===== src/mrf_pkg.sv =====
`timescale 1ns / 1ps

package mrf_pkg;

  localparam logic [1:0] KIND_READ  = 2'd0;
  localparam logic [1:0] KIND_WRITE = 2'd1;
  localparam logic [1:0] KIND_MULTI = 2'd2;
  localparam logic [1:0] KIND_NONE  = 2'd3;

  localparam logic [7:0] FN_READ        = 8'h03;
  localparam logic [7:0] FN_WRITE_ONE   = 8'h06;
  localparam logic [7:0] FN_WRITE_MANY  = 8'h10;
  localparam logic [7:0] MULTI_CNT_HI   = 8'h00;
  localparam logic [7:0] MULTI_CNT_LO   = 8'h02;
  localparam logic [7:0] MULTI_BYTE_CNT = 8'h04;

  localparam logic [15:0] CRC_POLY = 16'hA001;
  localparam logic [15:0] CRC_INIT = 16'hFFFF;

  localparam logic [3:0] LAST_POS_SHORT = 4'd5;
  localparam logic [3:0] LAST_POS_MULTI = 4'd10;

  typedef struct packed {
    logic [1:0]  kind;
    logic [7:0]  node_addr;
    logic [15:0] start_reg;
    logic [15:0] value_first;
    logic [15:0] value_second;
  } req_t;

  typedef struct packed {
    logic       init;
    logic       start;
    logic [7:0] data;
  } crc_ctrl_t;

  typedef struct packed {
    logic load;
    logic advance;
  } seq_ctrl_t;

  typedef struct packed {
    logic [7:0] data;
    logic       last;
  } seq_stat_t;

endpackage


===== src/mrf_if.sv =====
`timescale 1ns / 1ps

interface mrf_req_if;
  logic        valid;
  logic        ready;
  logic [1:0]  kind;
  logic [7:0]  node_addr;
  logic [15:0] start_reg;
  logic [15:0] value_first;
  logic [15:0] value_second;

  modport source (
    output valid, kind, node_addr, start_reg, value_first, value_second,
    input  ready
  );
  modport sink (
    input  valid, kind, node_addr, start_reg, value_first, value_second,
    output ready
  );
endinterface

interface mrf_byte_if;
  logic       valid;
  logic       ready;
  logic [7:0] frame_byte;
  logic       last_byte;

  modport source (
    output valid, frame_byte, last_byte,
    input  ready
  );
  modport sink (
    input  valid, frame_byte, last_byte,
    output ready
  );
endinterface


===== src/modbus_rtu_request_framer_top.sv =====
// The first frame byte is loaded into the output register from the load state entered after the request transfer.
// Each body byte goes through the load state, then bit-serial CRC steps; CRC bytes come from their own states.
// An 8-byte or 13-byte frame is built per request; no new request is taken mid-frame.
// A new request is taken as soon as the CRC high byte is in the output register.
// Reset (rst_ni low, asynchronous) returns to idle, clears output valid, CRC to 0xFFFF.
`timescale 1ns / 1ps

module modbus_rtu_request_framer_top (
  input  logic       clk_i,
  input  logic       rst_ni,
  mrf_req_if.sink    req_i,
  mrf_byte_if.source frame_o
);
  import mrf_pkg::*;

  localparam logic [2:0] ST_IDLE = 3'd0;
  localparam logic [2:0] ST_LOAD = 3'd1;
  localparam logic [2:0] ST_CRC  = 3'd2;
  localparam logic [2:0] ST_LO   = 3'd3;
  localparam logic [2:0] ST_HI   = 3'd4;

  logic [2:0] state_q, state_d;
  logic       last_body_q, last_body_d;
  logic       out_vld_q, out_vld_d;
  logic [7:0] out_byte_q, out_byte_d;
  logic       out_last_q, out_last_d;
  logic       out_load;
  logic       slot_free;
  logic       accept;

  req_t       req;
  crc_ctrl_t  crc_ctrl;
  seq_ctrl_t  seq_ctrl;
  seq_stat_t  seq_stat;
  logic       crc_busy;
  logic       crc_done;
  logic [15:0] crc_val;

  assign req.kind         = req_i.kind;
  assign req.node_addr    = req_i.node_addr;
  assign req.start_reg    = req_i.start_reg;
  assign req.value_first  = req_i.value_first;
  assign req.value_second = req_i.value_second;

  assign req_i.ready = (state_q == ST_IDLE);
  assign accept      = req_i.valid && req_i.ready;
  assign slot_free   = !out_vld_q || frame_o.ready;

  mrf_seq u_seq (
    .clk_i  (clk_i),
    .rst_ni (rst_ni),
    .ctrl_i (seq_ctrl),
    .req_i  (req),
    .stat_o (seq_stat)
  );

  mrf_crc u_crc (
    .clk_i  (clk_i),
    .rst_ni (rst_ni),
    .ctrl_i (crc_ctrl),
    .busy_o (crc_busy),
    .done_o (crc_done),
    .crc_o  (crc_val)
  );

  always_comb begin
    state_d          = state_q;
    last_body_d      = last_body_q;
    out_load         = 1'b0;
    out_byte_d       = out_byte_q;
    out_last_d       = out_last_q;
    seq_ctrl.load    = 1'b0;
    seq_ctrl.advance = 1'b0;
    crc_ctrl.init    = 1'b0;
    crc_ctrl.start   = 1'b0;
    crc_ctrl.data    = seq_stat.data;
    case (state_q)
      ST_IDLE: begin
        if (accept && (req_i.kind != KIND_NONE)) begin
          seq_ctrl.load = 1'b1;
          crc_ctrl.init = 1'b1;
          state_d       = ST_LOAD;
        end
      end
      ST_LOAD: begin
        if (slot_free) begin
          out_load         = 1'b1;
          out_byte_d       = seq_stat.data;
          out_last_d       = 1'b0;
          crc_ctrl.start   = 1'b1;
          seq_ctrl.advance = 1'b1;
          last_body_d      = seq_stat.last;
          state_d          = ST_CRC;
        end
      end
      ST_CRC: begin
        if (crc_done) begin
          state_d = last_body_q ? ST_LO : ST_LOAD;
        end
      end
      ST_LO: begin
        if (slot_free) begin
          out_load   = 1'b1;
          out_byte_d = crc_val[7:0];
          out_last_d = 1'b0;
          state_d    = ST_HI;
        end
      end
      ST_HI: begin
        if (slot_free) begin
          out_load   = 1'b1;
          out_byte_d = crc_val[15:8];
          out_last_d = 1'b1;
          state_d    = ST_IDLE;
        end
      end
      default: state_d = ST_IDLE;
    endcase
  end

  always_comb begin
    out_vld_d = out_vld_q;
    if (out_load) begin
      out_vld_d = 1'b1;
    end else if (frame_o.ready) begin
      out_vld_d = 1'b0;
    end
  end

  always_ff @(posedge clk_i or negedge rst_ni) begin
    if (!rst_ni) begin
      state_q     <= ST_IDLE;
      last_body_q <= 1'b0;
      out_vld_q   <= 1'b0;
    end else begin
      state_q     <= state_d;
      last_body_q <= last_body_d;
      out_vld_q   <= out_vld_d;
    end
  end

  always_ff @(posedge clk_i) begin
    out_byte_q <= out_byte_d;
    out_last_q <= out_last_d;
  end

  assign frame_o.valid      = out_vld_q;
  assign frame_o.frame_byte = out_byte_q;
  assign frame_o.last_byte  = out_last_q;

  a_busy_in_crc: assert property (@(posedge clk_i) disable iff (!rst_ni)
    crc_busy |-> state_q == ST_CRC)
    else $error("crc running outside crc state");
  a_load_after_accept: assert property (@(posedge clk_i) disable iff (!rst_ni)
    (accept && (req_i.kind != KIND_NONE)) |=> state_q == ST_LOAD)
    else $error("request not started");
  a_drop_kind: assert property (@(posedge clk_i) disable iff (!rst_ni)
    (accept && (req_i.kind == KIND_NONE)) |=> state_q == ST_IDLE)
    else $error("unused kind started a frame");
  a_last_then_idle: assert property (@(posedge clk_i) disable iff (!rst_ni)
    (out_load && out_last_d) |=> state_q == ST_IDLE)
    else $error("frame end without return to idle");

endmodule


===== src/mrf_crc.sv =====
`timescale 1ns / 1ps

module mrf_crc (
  input  logic              clk_i,
  input  logic              rst_ni,
  input  mrf_pkg::crc_ctrl_t ctrl_i,
  output logic              busy_o,
  output logic              done_o,
  output logic [15:0]       crc_o
);
  import mrf_pkg::*;

  logic [15:0] crc_q, crc_d;
  logic [7:0]  sh_q, sh_d;
  logic [2:0]  cnt_q, cnt_d;
  logic        busy_q, busy_d;
  logic        fb;

  // one data bit per cycle, lsb first
  assign fb = crc_q[0] ^ sh_q[0];

  always_comb begin
    crc_d  = crc_q;
    sh_d   = sh_q;
    cnt_d  = cnt_q;
    busy_d = busy_q;
    if (ctrl_i.init) begin
      crc_d  = CRC_INIT;
      busy_d = 1'b0;
    end else if (ctrl_i.start) begin
      sh_d   = ctrl_i.data;
      cnt_d  = 3'd0;
      busy_d = 1'b1;
    end else if (busy_q) begin
      crc_d = (crc_q >> 1) ^ (fb ? CRC_POLY : 16'h0000);
      sh_d  = sh_q >> 1;
      cnt_d = cnt_q + 3'd1;
      if (cnt_q == 3'd7) begin
        busy_d = 1'b0;
      end
    end
  end

  always_ff @(posedge clk_i or negedge rst_ni) begin
    if (!rst_ni) begin
      crc_q  <= CRC_INIT;
      cnt_q  <= 3'd0;
      busy_q <= 1'b0;
    end else begin
      crc_q  <= crc_d;
      cnt_q  <= cnt_d;
      busy_q <= busy_d;
    end
  end

  always_ff @(posedge clk_i) begin
    sh_q <= sh_d;
  end

  assign busy_o = busy_q;
  assign done_o = busy_q && (cnt_q == 3'd7);
  assign crc_o  = crc_q;

  a_start_idle: assert property (@(posedge clk_i) disable iff (!rst_ni)
    ctrl_i.start |-> !busy_q)
    else $error("crc start while busy");
  a_done_clears: assert property (@(posedge clk_i) disable iff (!rst_ni)
    (done_o && !ctrl_i.init && !ctrl_i.start) |=> !busy_q)
    else $error("crc busy after last bit");
  a_eight_bits: assert property (@(posedge clk_i) disable iff (!rst_ni)
    $rose(busy_q) |-> cnt_q == 3'd0)
    else $error("crc bit count not cleared");

endmodule


===== src/mrf_seq.sv =====
`timescale 1ns / 1ps

module mrf_seq (
  input  logic               clk_i,
  input  logic               rst_ni,
  input  mrf_pkg::seq_ctrl_t ctrl_i,
  input  mrf_pkg::req_t      req_i,
  output mrf_pkg::seq_stat_t stat_o
);
  import mrf_pkg::*;

  req_t       req_q;
  logic [3:0] pos_q, pos_d;
  logic       multi;

  assign multi = (req_q.kind == KIND_MULTI);

  always_comb begin
    pos_d = pos_q;
    if (ctrl_i.load) begin
      pos_d = 4'd0;
    end else if (ctrl_i.advance) begin
      pos_d = pos_q + 4'd1;
    end
  end

  always_ff @(posedge clk_i or negedge rst_ni) begin
    if (!rst_ni) begin
      pos_q <= 4'd0;
    end else begin
      pos_q <= pos_d;
    end
  end

  always_ff @(posedge clk_i) begin
    if (ctrl_i.load) begin
      req_q <= req_i;
    end
  end

  always_comb begin
    stat_o.data = 8'h00;
    case (pos_q)
      4'd0: stat_o.data = req_q.node_addr;
      4'd1: begin
        case (req_q.kind)
          KIND_READ:  stat_o.data = FN_READ;
          KIND_WRITE: stat_o.data = FN_WRITE_ONE;
          default:    stat_o.data = FN_WRITE_MANY;
        endcase
      end
      4'd2:  stat_o.data = req_q.start_reg[15:8];
      4'd3:  stat_o.data = req_q.start_reg[7:0];
      4'd4:  stat_o.data = multi ? MULTI_CNT_HI : req_q.value_first[15:8];
      4'd5:  stat_o.data = multi ? MULTI_CNT_LO : req_q.value_first[7:0];
      4'd6:  stat_o.data = MULTI_BYTE_CNT;
      4'd7:  stat_o.data = req_q.value_first[15:8];
      4'd8:  stat_o.data = req_q.value_first[7:0];
      4'd9:  stat_o.data = req_q.value_second[15:8];
      4'd10: stat_o.data = req_q.value_second[7:0];
      default: stat_o.data = 8'h00;
    endcase
    stat_o.last = (pos_q == (multi ? LAST_POS_MULTI : LAST_POS_SHORT));
  end

endmodule

===== src/flat_wrapper.sv =====
// flat-port wrapper written by rule: the top's interface ports become plain ports
module modbus_rtu_request_framer_top_flat import mrf_pkg::*;
  (clk_i, rst_ni, req_i_valid, req_i_kind, req_i_node_addr, req_i_start_reg, req_i_value_first, req_i_value_second, req_i_ready, frame_o_valid, frame_o_frame_byte, frame_o_last_byte, frame_o_ready);
  mrf_req_if req_i_i ();
  mrf_byte_if frame_o_i ();
  input  logic clk_i;
  input  logic rst_ni;
  input wire logic [$bits(req_i_i.valid)-1:0] req_i_valid;
  input wire logic [$bits(req_i_i.kind)-1:0] req_i_kind;
  input wire logic [$bits(req_i_i.node_addr)-1:0] req_i_node_addr;
  input wire logic [$bits(req_i_i.start_reg)-1:0] req_i_start_reg;
  input wire logic [$bits(req_i_i.value_first)-1:0] req_i_value_first;
  input wire logic [$bits(req_i_i.value_second)-1:0] req_i_value_second;
  output wire logic [$bits(req_i_i.ready)-1:0] req_i_ready;
  output wire logic [$bits(frame_o_i.valid)-1:0] frame_o_valid;
  output wire logic [$bits(frame_o_i.frame_byte)-1:0] frame_o_frame_byte;
  output wire logic [$bits(frame_o_i.last_byte)-1:0] frame_o_last_byte;
  input wire logic [$bits(frame_o_i.ready)-1:0] frame_o_ready;
  assign req_i_i.valid = req_i_valid;
  assign req_i_i.kind = req_i_kind;
  assign req_i_i.node_addr = req_i_node_addr;
  assign req_i_i.start_reg = req_i_start_reg;
  assign req_i_i.value_first = req_i_value_first;
  assign req_i_i.value_second = req_i_value_second;
  assign req_i_ready = req_i_i.ready;
  assign frame_o_valid = frame_o_i.valid;
  assign frame_o_frame_byte = frame_o_i.frame_byte;
  assign frame_o_last_byte = frame_o_i.last_byte;
  assign frame_o_i.ready = frame_o_ready;
  modbus_rtu_request_framer_top u_core (.clk_i(clk_i), .rst_ni(rst_ni), .req_i(req_i_i), .frame_o(frame_o_i));
endmodule

===== config.mk =====
export PLATFORM = sky130hd
export DESIGN_NAME = modbus_rtu_request_framer_top_flat
export DESIGN_NICKNAME = d
export VERILOG_FILES = /design/src/mrf_pkg.sv /design/src/mrf_if.sv /design/src/modbus_rtu_request_framer_top.sv /design/src/mrf_crc.sv /design/src/mrf_seq.sv /design/src/flat_wrapper.sv
export SDC_FILE = /design/constraint.sdc
export NUM_CORES = 1
export LEC_CHECK = 0
export BUFFER_PORTS_ARGS = -buffer_cell sky130_fd_sc_hd__buf_2
export CAP_MARGIN = 40
export CORE_UTILIZATION = 47
export CTS_CLUSTER_SIZE = 16
export DETAILED_ROUTE_END_ITERATION = 7
export PLACE_DENSITY = 0.79
export SLEW_MARGIN = 20
export SYNTH_ARGS = -nofsm -noshare
export SYNTH_HDL_FRONTEND = slang
export SYNTH_SLANG_ARGS = --single-unit

===== constraint.sdc =====
create_clock -name clk_i -period 8.3 [get_ports clk_i]
set_input_delay 1.66 -clock clk_i [delete_from_list [all_inputs] [get_ports clk_i]]
set_output_delay 1.66 -clock clk_i [all_outputs]
set_load 0.02 [all_outputs]

==> run_results.csv, run 1 <==
group,metric,value,unit
status,outcome,"finished clean",
global_route,grt_pass1_wl,14.7,mm
clocking,cts_hold_buf,0,
logic_synthesis,synthArstFlopShare,27.9,%
final_layout,diodes,0,
die,die_area,9780,um^2
route,wl,8.96,mm
final_layout,final_cells,498,
die,num_io_pins,73,
logic_synthesis,synth_top_area_share,51.1,%
critical_path,start_kind,"input port",
place,dp_cells,482,
logic_synthesis,syn_area_per_cell,13.9,um^2
die,core_area,8890,um^2
critical_path,end_kind,"register",
logic_synthesis,synth_edf_count,75,
power_and_ir_drop,cellPowerDensity,355,nW/um^2
logic_synthesis,synth_cell_types,55,
logic_synthesis,yosysTopAreaCell,"edfxtp_1",
logic_synthesis,yosys-top-cells-area,"edfxtp_1, dfstp_2, dfrtp_1",
clocking,post-cts-setup-buffer-count,0,
clocking,clockRootBuffer,"clkbuf_8",
route,ant_nets,0,
critical_path,r2r-start,"u_core.u_seq.pos_q[0]",
sta,hold_viol,0,
worst_hold_path,hold_path_class,"reg2reg",
final_layout,syn_to_final_growth,14.0,%
critical_path,critPathMaxStageDelay,0.48,ns
route,first_pass_iters,6,
critical_path,critPathSlowestCell,"nor2b_1",
logic_synthesis,syn_inst,318,
critical_path,crit_arrival,3.42,ns
sta,skew,0.0176,ns
route,via_per_inst,5.95,
place,numPortBuffers,72,
logic_synthesis,synthMostInstantiatedCell,"edfxtp_1",
critical_path,path_class,"in2reg",
clocking,cts_buffer_depth,2,
clocking,cts-buffers-inserted,9,
sta,fin_tns_setup,0,ns
power_and_ir_drop,leakage,1.87,nW
sta,post-route-period-util,37.6,%
die,core.rowCount,34,
power_and_ir_drop,irDropWorstVdd,0.133,mV
sta,rsz0062_at_grt,"no",
sta,slew_headroom,46.9,%
clocking,path_clk_slew,0.10,ns
sta,worstMarginPinSlew,0.796,ns
logic_synthesis,synth.cell_area,4410,um^2
final_layout,drive_gt1_share,29.2,%
place,gp_congestion,0.779,
sta,setup_viol,0,
worst_hold_path,holdPathStages,1,
global_route,grt_max_degree,63,
critical_path,r2r_slack,5.57,ns
place,dp_hpwl,6.20,mm
sta,clock.fmax,320,MHz
clocking,clock_sinks,104,
clocking,cts.repair.resized,0,
critical_path,reg2reg_depth,7,
job,drv_cap,0,
route,vias,2961,
die,initial_core_util,49.6,%
logic_synthesis,synth_common_cells,"edfxtp_1, nand2_1, dfstp_2, a22oi_1, o22a_1",
global_route,grt_overflow,0,
route,first_iter_violations,256,
logic_synthesis,yosysWarnings,0,
global_route,grt_pass1_vias,2945,
sta,period_minus_slack,3.12,ns
critical_path,required,8.60,ns
route,drcViolationCount,0,
critical_path,crit_family,"simple AND/OR/NAND/NOR gates",
sta,slew_violations,0,
clocking,tritoncts,"built",
logic_synthesis,synthFlopType,"edfxtp_1",
critical_path,crit_chain,"buf_2 > nor2b_1 > or3_4 > nand3_1 > o22a_1",
die,die_width,98.9,um
final_layout,fin_nets,453,
sta,finalWorstSetupSlack,5.18,ns
global_route,antenna_found_initial,0,
critical_path,r2r_end,"u_core.frame_o.frame_byte[6]",
logic_synthesis,syn_nets,386,
critical_path,path_buf_inv,1,
die,die_h,98.9,um
logic_synthesis,yosysSeqAreaShare,68.0,%
worst_hold_path,hp-start,"u_core.u_crc.cnt_q[0]",
place,place_ws,4.81,ns
global_route,grt_use_total,19.7,%
clocking,htree_levels,3,
critical_path,cp-startpoint,"frame_o_ready",
power_and_ir_drop,power,1.78,mW
worst_hold_path,hold_end,"u_core.u_crc.cnt_q[0]",
route,wl_per_cell,18.0,um
clocking,clk_latency,0.37,ns
critical_path,crit_fanout,21,
logic_synthesis,synth-seq-cells,104,
[layout make-up]
| class | count | area (um^2) |
|---|---|---|
| inverter | 11 | 41.3 |
| clock buffer | 9 | 124 |
| clock inverter | 7 | 72.6 |
| multi-input combinational | 183 | 1270 |
| timing repair buffer | 76 | 383 |
| fill | 709 | 3860 |
| tap | 108 | 135 |
| sequential | 104 | 3000 |
[cell usage in the layout (no fill, tap or decap), types with 4 or more instances in the layout]
| cell | instances |
|---|---|
| edfxtp_1 | 75 |
| nand2_1 | 21 |
| ha_1 | 6 |
| o21ai_0 | 9 |
| nor4_1 | 4 |
| a22oi_1 | 15 |
| nor2b_1 | 6 |
| nor3_1 | 5 |
| mux2i_1 | 4 |
| buf_2 | 72 |
| nand2b_1 | 5 |
| o21ai_1 | 7 |
| o22a_1 | 14 |
| a21oi_1 | 12 |
| xnor2_1 | 4 |
| nor2_1 | 11 |
| nand3_1 | 6 |
| clkbuf_8 | 9 |
| inv_1 | 10 |
| dfstp_2 | 16 |
| a222oi_1 | 11 |
| dfrtp_1 | 13 |
[logic make-up (layout without fill, tap and decap cells)]
logic type / count (synthesis) / after routing / share of synthesized area [%]
DFF: 104 / 104 / 68.0
AOI/OAI and AO/OA: 94 / 94 / 16.2
and+or+nand+nor: 72 / 72 / 8.68
buffers and inverters: 31 / 103 / 3.18
xor gates and xnor gates: 7 / 7 / 1.39
adders and majority gates: 6 / 6 / 1.70
muxes: 4 / 4 / 0.908
[flip-flops by register name (all words and copies together), names as in the netlist]
signal,cells
u_core.last_body_q,1
u_core.u_crc.cnt_q,3
u_core.u_seq.req_q,58
u_core.u_seq.pos_q,4
u_core.frame_o.last_byte,1
u_core.u_crc.sh_q,8
u_core.u_crc.busy_o,1
u_core.u_crc.crc_o,16
u_core.state_q,3
u_core.frame_o.frame_byte,8
u_core.frame_o.valid,1
[where the power goes]
group / internal [mW] / switching, mW / leakage (nW)
registers: 0.773 / 0.0953 / 1.04
logic: 0.225 / 0.386 / 0.741
clock network: 0.118 / 0.187 / 0.0970
total: 1.12 / 0.669 / 1.87
[metal layers]
layer / track usage, % / share of wire, % / vias to the layer above / routed length (um)
li1: - / - / 1373 / -
met1: 26.7 / 43 / 1462 / 3820
met2: 31.5 / 49 / 112 / 4430
met3: 4.61 / 6.0 / 14 / 538
met4: 6.54 / 1.8 / 0 / 164
met5: 0 / 0 / - / 0
[metrics by stage]
| stage | util [%] | hold WS, ns | area [um^2] |
|---|---|---|---|
| after global routing | 56.5 | 0.508 | 5030 |
| after floorplan | - | 0.450 | 4410 |
| after global placement | 54.2 | 0.475 | 4820 |
| after detailed placement | 54.3 | 0.484 | 4830 |
| final | 56.5 | 0.499 | 5030 |
| after CTS | 56.5 | 0.499 | 5030 |
[how the worst max path moves through the flow]
stage,end,slack [ns],cells after the start
3_5_place_dp,u_core.u_crc.crc_o[7],4.81,5
2_1_floorplan,u_core.u_crc.crc_o[10],4.22,6
5_1_grt,u_core.u_crc.crc_o[2],5.02,5
6_report,u_core.u_crc.crc_o[2],5.18,5
3_3_place_gp,u_core.u_crc.crc_o[14],4.84,5
4_1_cts,u_core.u_crc.crc_o[2],5.21,5
[worst reg2reg max path, cell delays in order, from the launching register on]
cell and delay, ns:
dfrtp_1 0.45, inv_1 0.12, ha_1 0.49, a222oi_1 0.49, nor2_1 0.10, a2111oi_0 0.53, buf_1 0.21, o21ai_1 0.10
Note: power is estimated with default switching activity, not from simulation.
==> run 2, diff against run 1 <==
ABC_AREA = 1   (was unset)
clock period = 3.1 ns   (was 8.3 ns; I/O delays follow)
==> run_results.csv, run 2 <==
group,metric,value,unit
route,via_per_inst,5.20,
final_layout,final_common_cell,"nand2_1",
die,core.rowCount,35,
critical_path,crit_fanout,16,
final_layout,largest_register_ffs,58,
critical_path,crit_chain,"inv_1 > nand2_1 > nor2_1 > nand2_2 > inv_1 > nor2_1 > nor2_1 > inv_1 > nand2_1 > nand2_1",
power_and_ir_drop,p_int,3.04,mW
critical_path,r2r-start,"u_core.state_q[2]",
power_and_ir_drop,irDropWorstVdd,0.571,mV
final_layout,nFillCells,782,
clocking,clk_latency,0.37,ns
place,numPortBuffers,72,
critical_path,critPathMaxStageDelay,0.58,ns
logic_synthesis,syn_area_per_cell,9.90,um^2
critical_path,r2r_slack,0.74,ns
clocking,cts_buffer_depth,2,
final_layout,final_util,56.7,%
sta,hold_viol,0,
final_layout,layout_common_cells,"nand2_1, edfxtp_1, buf_2",
logic_synthesis,syn_inst,471,
power_and_ir_drop,cellPowerDensity,970,nW/um^2
clocking,cts.repair.resized,0,
final_layout,final_cells,675,
power_and_ir_drop,clock_power_share,15.5,%
clocking,cts_hold_buf,0,
global_route,grt_pass1_wl,16.1,mm
power_and_ir_drop,p_switching,2.14,mW
job,drv_cap,0,
die,num_io_pins,73,
logic_synthesis,synthMostInstantiatedCell,"nand2_1",
route,first_iter_violations,224,
sta,skew,0.0100,ns
sta,setup_viol,0,
route,vias,3507,
die,die_h,102,um
route,wl_per_cell,14.3,um
clocking,clock_sinks,104,
clocking,post-cts-setup-buffer-count,0,
logic_synthesis,synth_top_area_share,48.3,%
logic_synthesis,synth.cell_area,4660,um^2
final_layout,fin_nets,609,
route,first_pass_iters,6,
power_and_ir_drop,power,5.18,mW
global_route,grt_overflow,0,
critical_path,r2r_end,"u_core.u_crc.cnt_q[2]",
logic_synthesis,yosysSeqAreaShare,64.3,%
die,initial_core_util,49.5,%
final_layout,syn_to_final_growth,14.5,%
critical_path,cp-startpoint,"u_core.state_q[2]",
global_route,grt_max_degree,43,
status,outcome,"finished clean",
power_and_ir_drop,leakage,2.41,nW
final_layout,diodes,0,
final_layout,drive_gt1_share,21.6,%
logic_synthesis,synth_common_cells,"nand2_1, edfxtp_1, nor2_1, nand3_1, inv_1",
logic_synthesis,synth-seq-cells,104,
critical_path,path_class,"reg2reg",
die,die_area,10300,um^2
sta,post-route-period-util,76.0,%
logic_synthesis,yosys-top-cells-area,"edfxtp_1, nand2_1, dfstp_2",
clocking,clockRootBuffer,"clkbuf_8",
clocking,cts-buffers-inserted,9,
clocking,path_clk_slew,0.11,ns
place,gp_congestion,0.866,
sta,period_minus_slack,2.36,ns
die,die_width,102,um
global_route,grt_pass1_vias,3460,
sta,slew_headroom,44.4,%
die,core_area,9420,um^2
worst_hold_path,hold_path_class,"in2async",
sta,worstMarginPinSlew,0.831,ns
critical_path,end_kind,"register",
final_layout,top_register,"u_core.u_seq.req_q",
clocking,htree_levels,3,
critical_path,reg2reg_depth,10,
sta,clock.fmax,425,MHz
critical_path,critPathSlowestCell,"nor2_1",
logic_synthesis,syn_nets,539,
route,ant_nets,0,
logic_synthesis,synth_edf_count,75,
sta,fin_tns_setup,0,ns
global_route,antenna_found_initial,0,
sta,rsz0062_at_grt,"no",
power_and_ir_drop,seqPwrFrac,45.2,%
clocking,tritoncts,"built",
logic_synthesis,synth_cell_types,28,
sta,slew_violations,0,
logic_synthesis,synthFlopType,"edfxtp_1",
place,dp_cells,659,
global_route,grt_use_total,20.6,%
critical_path,required,3.37,ns
place,dp_hpwl,6.89,mm
logic_synthesis,synthArstFlopShare,27.9,%
route,wl,9.66,mm
power_and_ir_drop,switching_share,41.2,%
power_and_ir_drop,p_comb_share,39.3,%
sta,timing.hold.ws,0.261,ns
critical_path,start_kind,"register",
critical_path,endpoint,"u_core.u_crc.cnt_q[2]",
critical_path,crit_arrival,2.62,ns
logic_synthesis,yosysTopAreaCell,"edfxtp_1",
route,drcViolationCount,0,
logic_synthesis,yosysWarnings,0,
run 2: stage by stage:
| step | setup slack (ns) | cell area [um^2] |
|---|---|---|
| after floorplan | -0.0921 | 4690 |
| after global placement | 0.746 | 5150 |
| after detailed placement | 0.624 | 5150 |
| after CTS | 0.743 | 5340 |
| after global routing | 0.459 | 5340 |
| final | 0.744 | 5340 |
run 2: final cells by class:
| cell class | count | area [um^2] | area share [%] |
|---|---|---|---|
| Timing Repair Buffer | 76 | 390 | 7.31 |
| Clock buffer | 10 | 138 | 2.58 |
| Inverter | 46 | 173 | 3.23 |
| Clock inverter | 6 | 51.3 | 0.961 |
| Multi-Input combinational cell | 304 | 1430 | 26.8 |
| Sequential cell | 104 | 3000 | 56.1 |
| Tap cell | 129 | 161 | 3.02 |
run 2: worst min-delay path by stage:
| stage | from | slack (ns) | endpoint |
|---|---|---|---|
| floorplan | rst_ni | 0.32 | u_core.frame_o.valid |
| global placement | u_core.u_crc.cnt_q[0] | 0.46 | u_core.u_crc.cnt_q[0] |
| detailed placement | u_core.u_crc.crc_o[4] | 0.48 | u_core.u_crc.crc_o[3] |
| CTS | rst_ni | 0.27 | u_core.u_crc.cnt_q[2] |
| global route | rst_ni | 0.30 | u_core.u_crc.cnt_q[2] |
| finish | rst_ni | 0.26 | u_core.u_crc.cnt_q[2] |
run 2: power by group through the flow:
stage / Sequential (mW) / Combinational, mW / Clock (mW)
floorplan: 2.39 / 1.45 / 0
global placement: 2.35 / 1.94 / 0
detailed placement: 2.37 / 2.02 / 0
CTS: 2.34 / 2.03 / 0.824
global route: 2.39 / 2.32 / 0.874
finish: 2.34 / 2.03 / 0.802
run 2: cells by family after synthesis:
logic type / after synthesis / synth area share (%)
buffers and inverters: 63 / 5.61
adders and majority gates: 6 / 1.61
and+or+nand+nor: 251 / 22.9
AOI/OAI and AO/OA: 44 / 5.07
xor gates and xnor gates: 3 / 0.563
DFF: 104 / 64.3
run 2: critical path: cells and delay by family, from the launching register on:
| family | cells | cell delay [ns] |
|---|---|---|
| simple gates | 7 | 1.28 |
| buf+inv | 3 | 0.60 |
| flops | 1 | 0.39 |
run 2: routing by layer:
metal | up-vias | part of all wire, % | GRT usage, %
met5 | - | 0 | 0
met4 | 0 | 2.0 | 7.13
li1 | 1708 | - | -
met1 | 1636 | 43 | 27.1
met3 | 18 | 6.3 | 4.35
met2 | 145 | 48 | 34.0
==> run 3, diff against run 2 <==
PLACE_DENSITY = 0.82   (was 0.79)
clock period = 2.03 ns   (was 3.1 ns; I/O delays follow)
==> run_results.csv, run 3 (same netlist as run 2, synthesis figures left out) <==
group,metric,value,unit
global_route,grt_pass1_vias,3588,
sta,worstMarginPinSlew,0.641,ns
global_route,grt_max_degree,39,
route,wl_per_cell,14.5,um
final_layout,multi_input_area,1440,um^2
power_and_ir_drop,leakage,2.48,nW
final_layout,drive_gt1_share,25.3,%
place,dp_hpwl,7.16,mm
die,core.rowCount,35,
final_layout,syn_to_final_growth,17.1,%
clocking,htree_levels,3,
route,ant_nets,0,
clocking,path_clk_slew,0.10,ns
route,wl,10.0,mm
route,vias,3578,
clocking,clockRootBuffer,"clkbuf_8",
final_layout,final_common_cell,"nand2_1",
route,drcViolationCount,0,
route,via_per_inst,5.18,
clocking,cts_hold_buf,0,
final_layout,layout_common_cells,"nand2_1, edfxtp_1, buf_2",
worst_hold_path,hold_path_class,"in2async",
final_layout,top_register,"u_core.u_seq.req_q",
clocking,cts-buffers-inserted,9,
sta,slew_headroom,57.3,%
final_layout,final_util,58.0,%
final_layout,nFillCells,769,
global_route,grt_pass1_wl,16.6,mm
power_and_ir_drop,irDropWorstVdd,0.629,mV
sta,skew,0.0116,ns
die,die_h,102,um
route,first_iter_violations,267,
die,initial_core_util,49.5,%
sta,period_minus_slack,1.89,ns
critical_path,path_class,"reg2reg",
critical_path,crit_fanout,5,
clocking,post-cts-setup-buffer-count,0,
sta,slew_violations,0,
critical_path,start_kind,"register",
place,numPortBuffers,72,
final_layout,ff_latch_area,3000,um^2
clocking,tritoncts,"built",
sta,setup_viol,0,
final_layout,diodes,0,
sta,rsz0062_at_grt,"no",
critical_path,end_kind,"register",
die,die_width,102,um
final_layout,largest_register_ffs,58,
clocking,clk_latency,0.37,ns
sta,post-route-period-util,92.9,%
critical_path,crit_arrival,2.02,ns
die,core_area,9420,um^2
place,gp_congestion,0.890,
power_and_ir_drop,power,8.23,mW
final_layout,fin_nets,625,
power_and_ir_drop,cellPowerDensity,1510,nW/um^2
global_route,antenna_found_initial,0,
global_route,grt_overflow,0,
status,outcome,"finished clean",
sta,clock.fmax,530,MHz
sta,hold_viol,0,
clocking,clock_sinks,104,
clocking,cts_buffer_depth,2,
die,num_io_pins,73,
route,first_pass_iters,6,
critical_path,required,2.17,ns
job,drv_cap,0,
global_route,grt_use_total,21.1,%
die,die_area,10300,um^2
-- run 3: cell count changes in the layout (fill, tap and decap cells not counted), moves of 2 or more --
cell,change
clkinv_4,-2
ha_1,-3
a21oi_2,+7
a21oi_1,-7
ha_2,+3
buf_4,+16
nand2_1,+2
inv_6,+2
-- run 3: layout make-up --
type	count	area share, %
multi-input combinational	304	26.4
timing repair buffer	92	9.34
clock buffer	10	2.34
inverter	46	3.16
clock inverter	6	0.939
sequential	104	54.9
tap	129	2.95
-- run 3: path summary, 6_finish.rpt --
check	cells past startpoint	endpoint	slack, ns	from
max	10	u_core.frame_o.frame_byte[1]	0.14	u_core.u_seq.pos_q[1]
min	1	u_core.frame_o.valid	0.05	rst_ni
max reg2reg	10	u_core.frame_o.frame_byte[1]	0.14	u_core.u_seq.pos_q[1]
min reg2reg	2	u_core.u_crc.crc_o[1]	0.49	u_core.u_crc.crc_o[2]
max in group asynchronous	1	u_core.u_seq.pos_q[2]	1.57	rst_ni
min in group clk_i	1	u_core.u_seq.req_q[32]	0.21	req_i_start_reg[0]
-- run 3: report_power, final --
group          internal [mW]  switching, mW
clock network          0.469          0.740
logic                   1.13           2.31
registers               3.24          0.347
-- run 3: critical path, stage by stage, from the launching register on --
cell and delay [ns]:
dfrtp_1 0.44, inv_1 0.12, ha_1 0.25, nand3_1 0.19
inv_1 0.07, nand2_1 0.06, nand2_1 0.05, nor2_1 0.17
nand3_1 0.16, nand2_1 0.10, nand2_1 0.05
-- run 3: timing repair --
action,in CTS,in global routing
endpoints found under the hold margin,0,0
gates resized for setup,0,4
setup endpoints to repair,0,20
-- run 3: layer usage --
metal  routed length [um]  track usage [%]
met5                    0                0
met4                  286             10.4
met3                  480             3.11
met2                 4990             36.1
met1                 4280             26.3
-- run 3: through the flow --
step | cells | area (um^2) | setup WS, ns | hold slack (ns) | TNS, ns
detailed placement | 675 | 5270 | 0.0690 | 0.471 | 0
finish | 691 | 5460 | 0.145 | 0.0517 | 0
global route | 691 | 5460 | 0.0244 | 0.111 | 0
global placement | 675 | 5270 | 0.165 | 0.461 | 0
floorplan | 471 | 4690 | -0.993 | 0.110 | -54.72
CTS | 691 | 5450 | 0.0684 | 0.0741 | 0
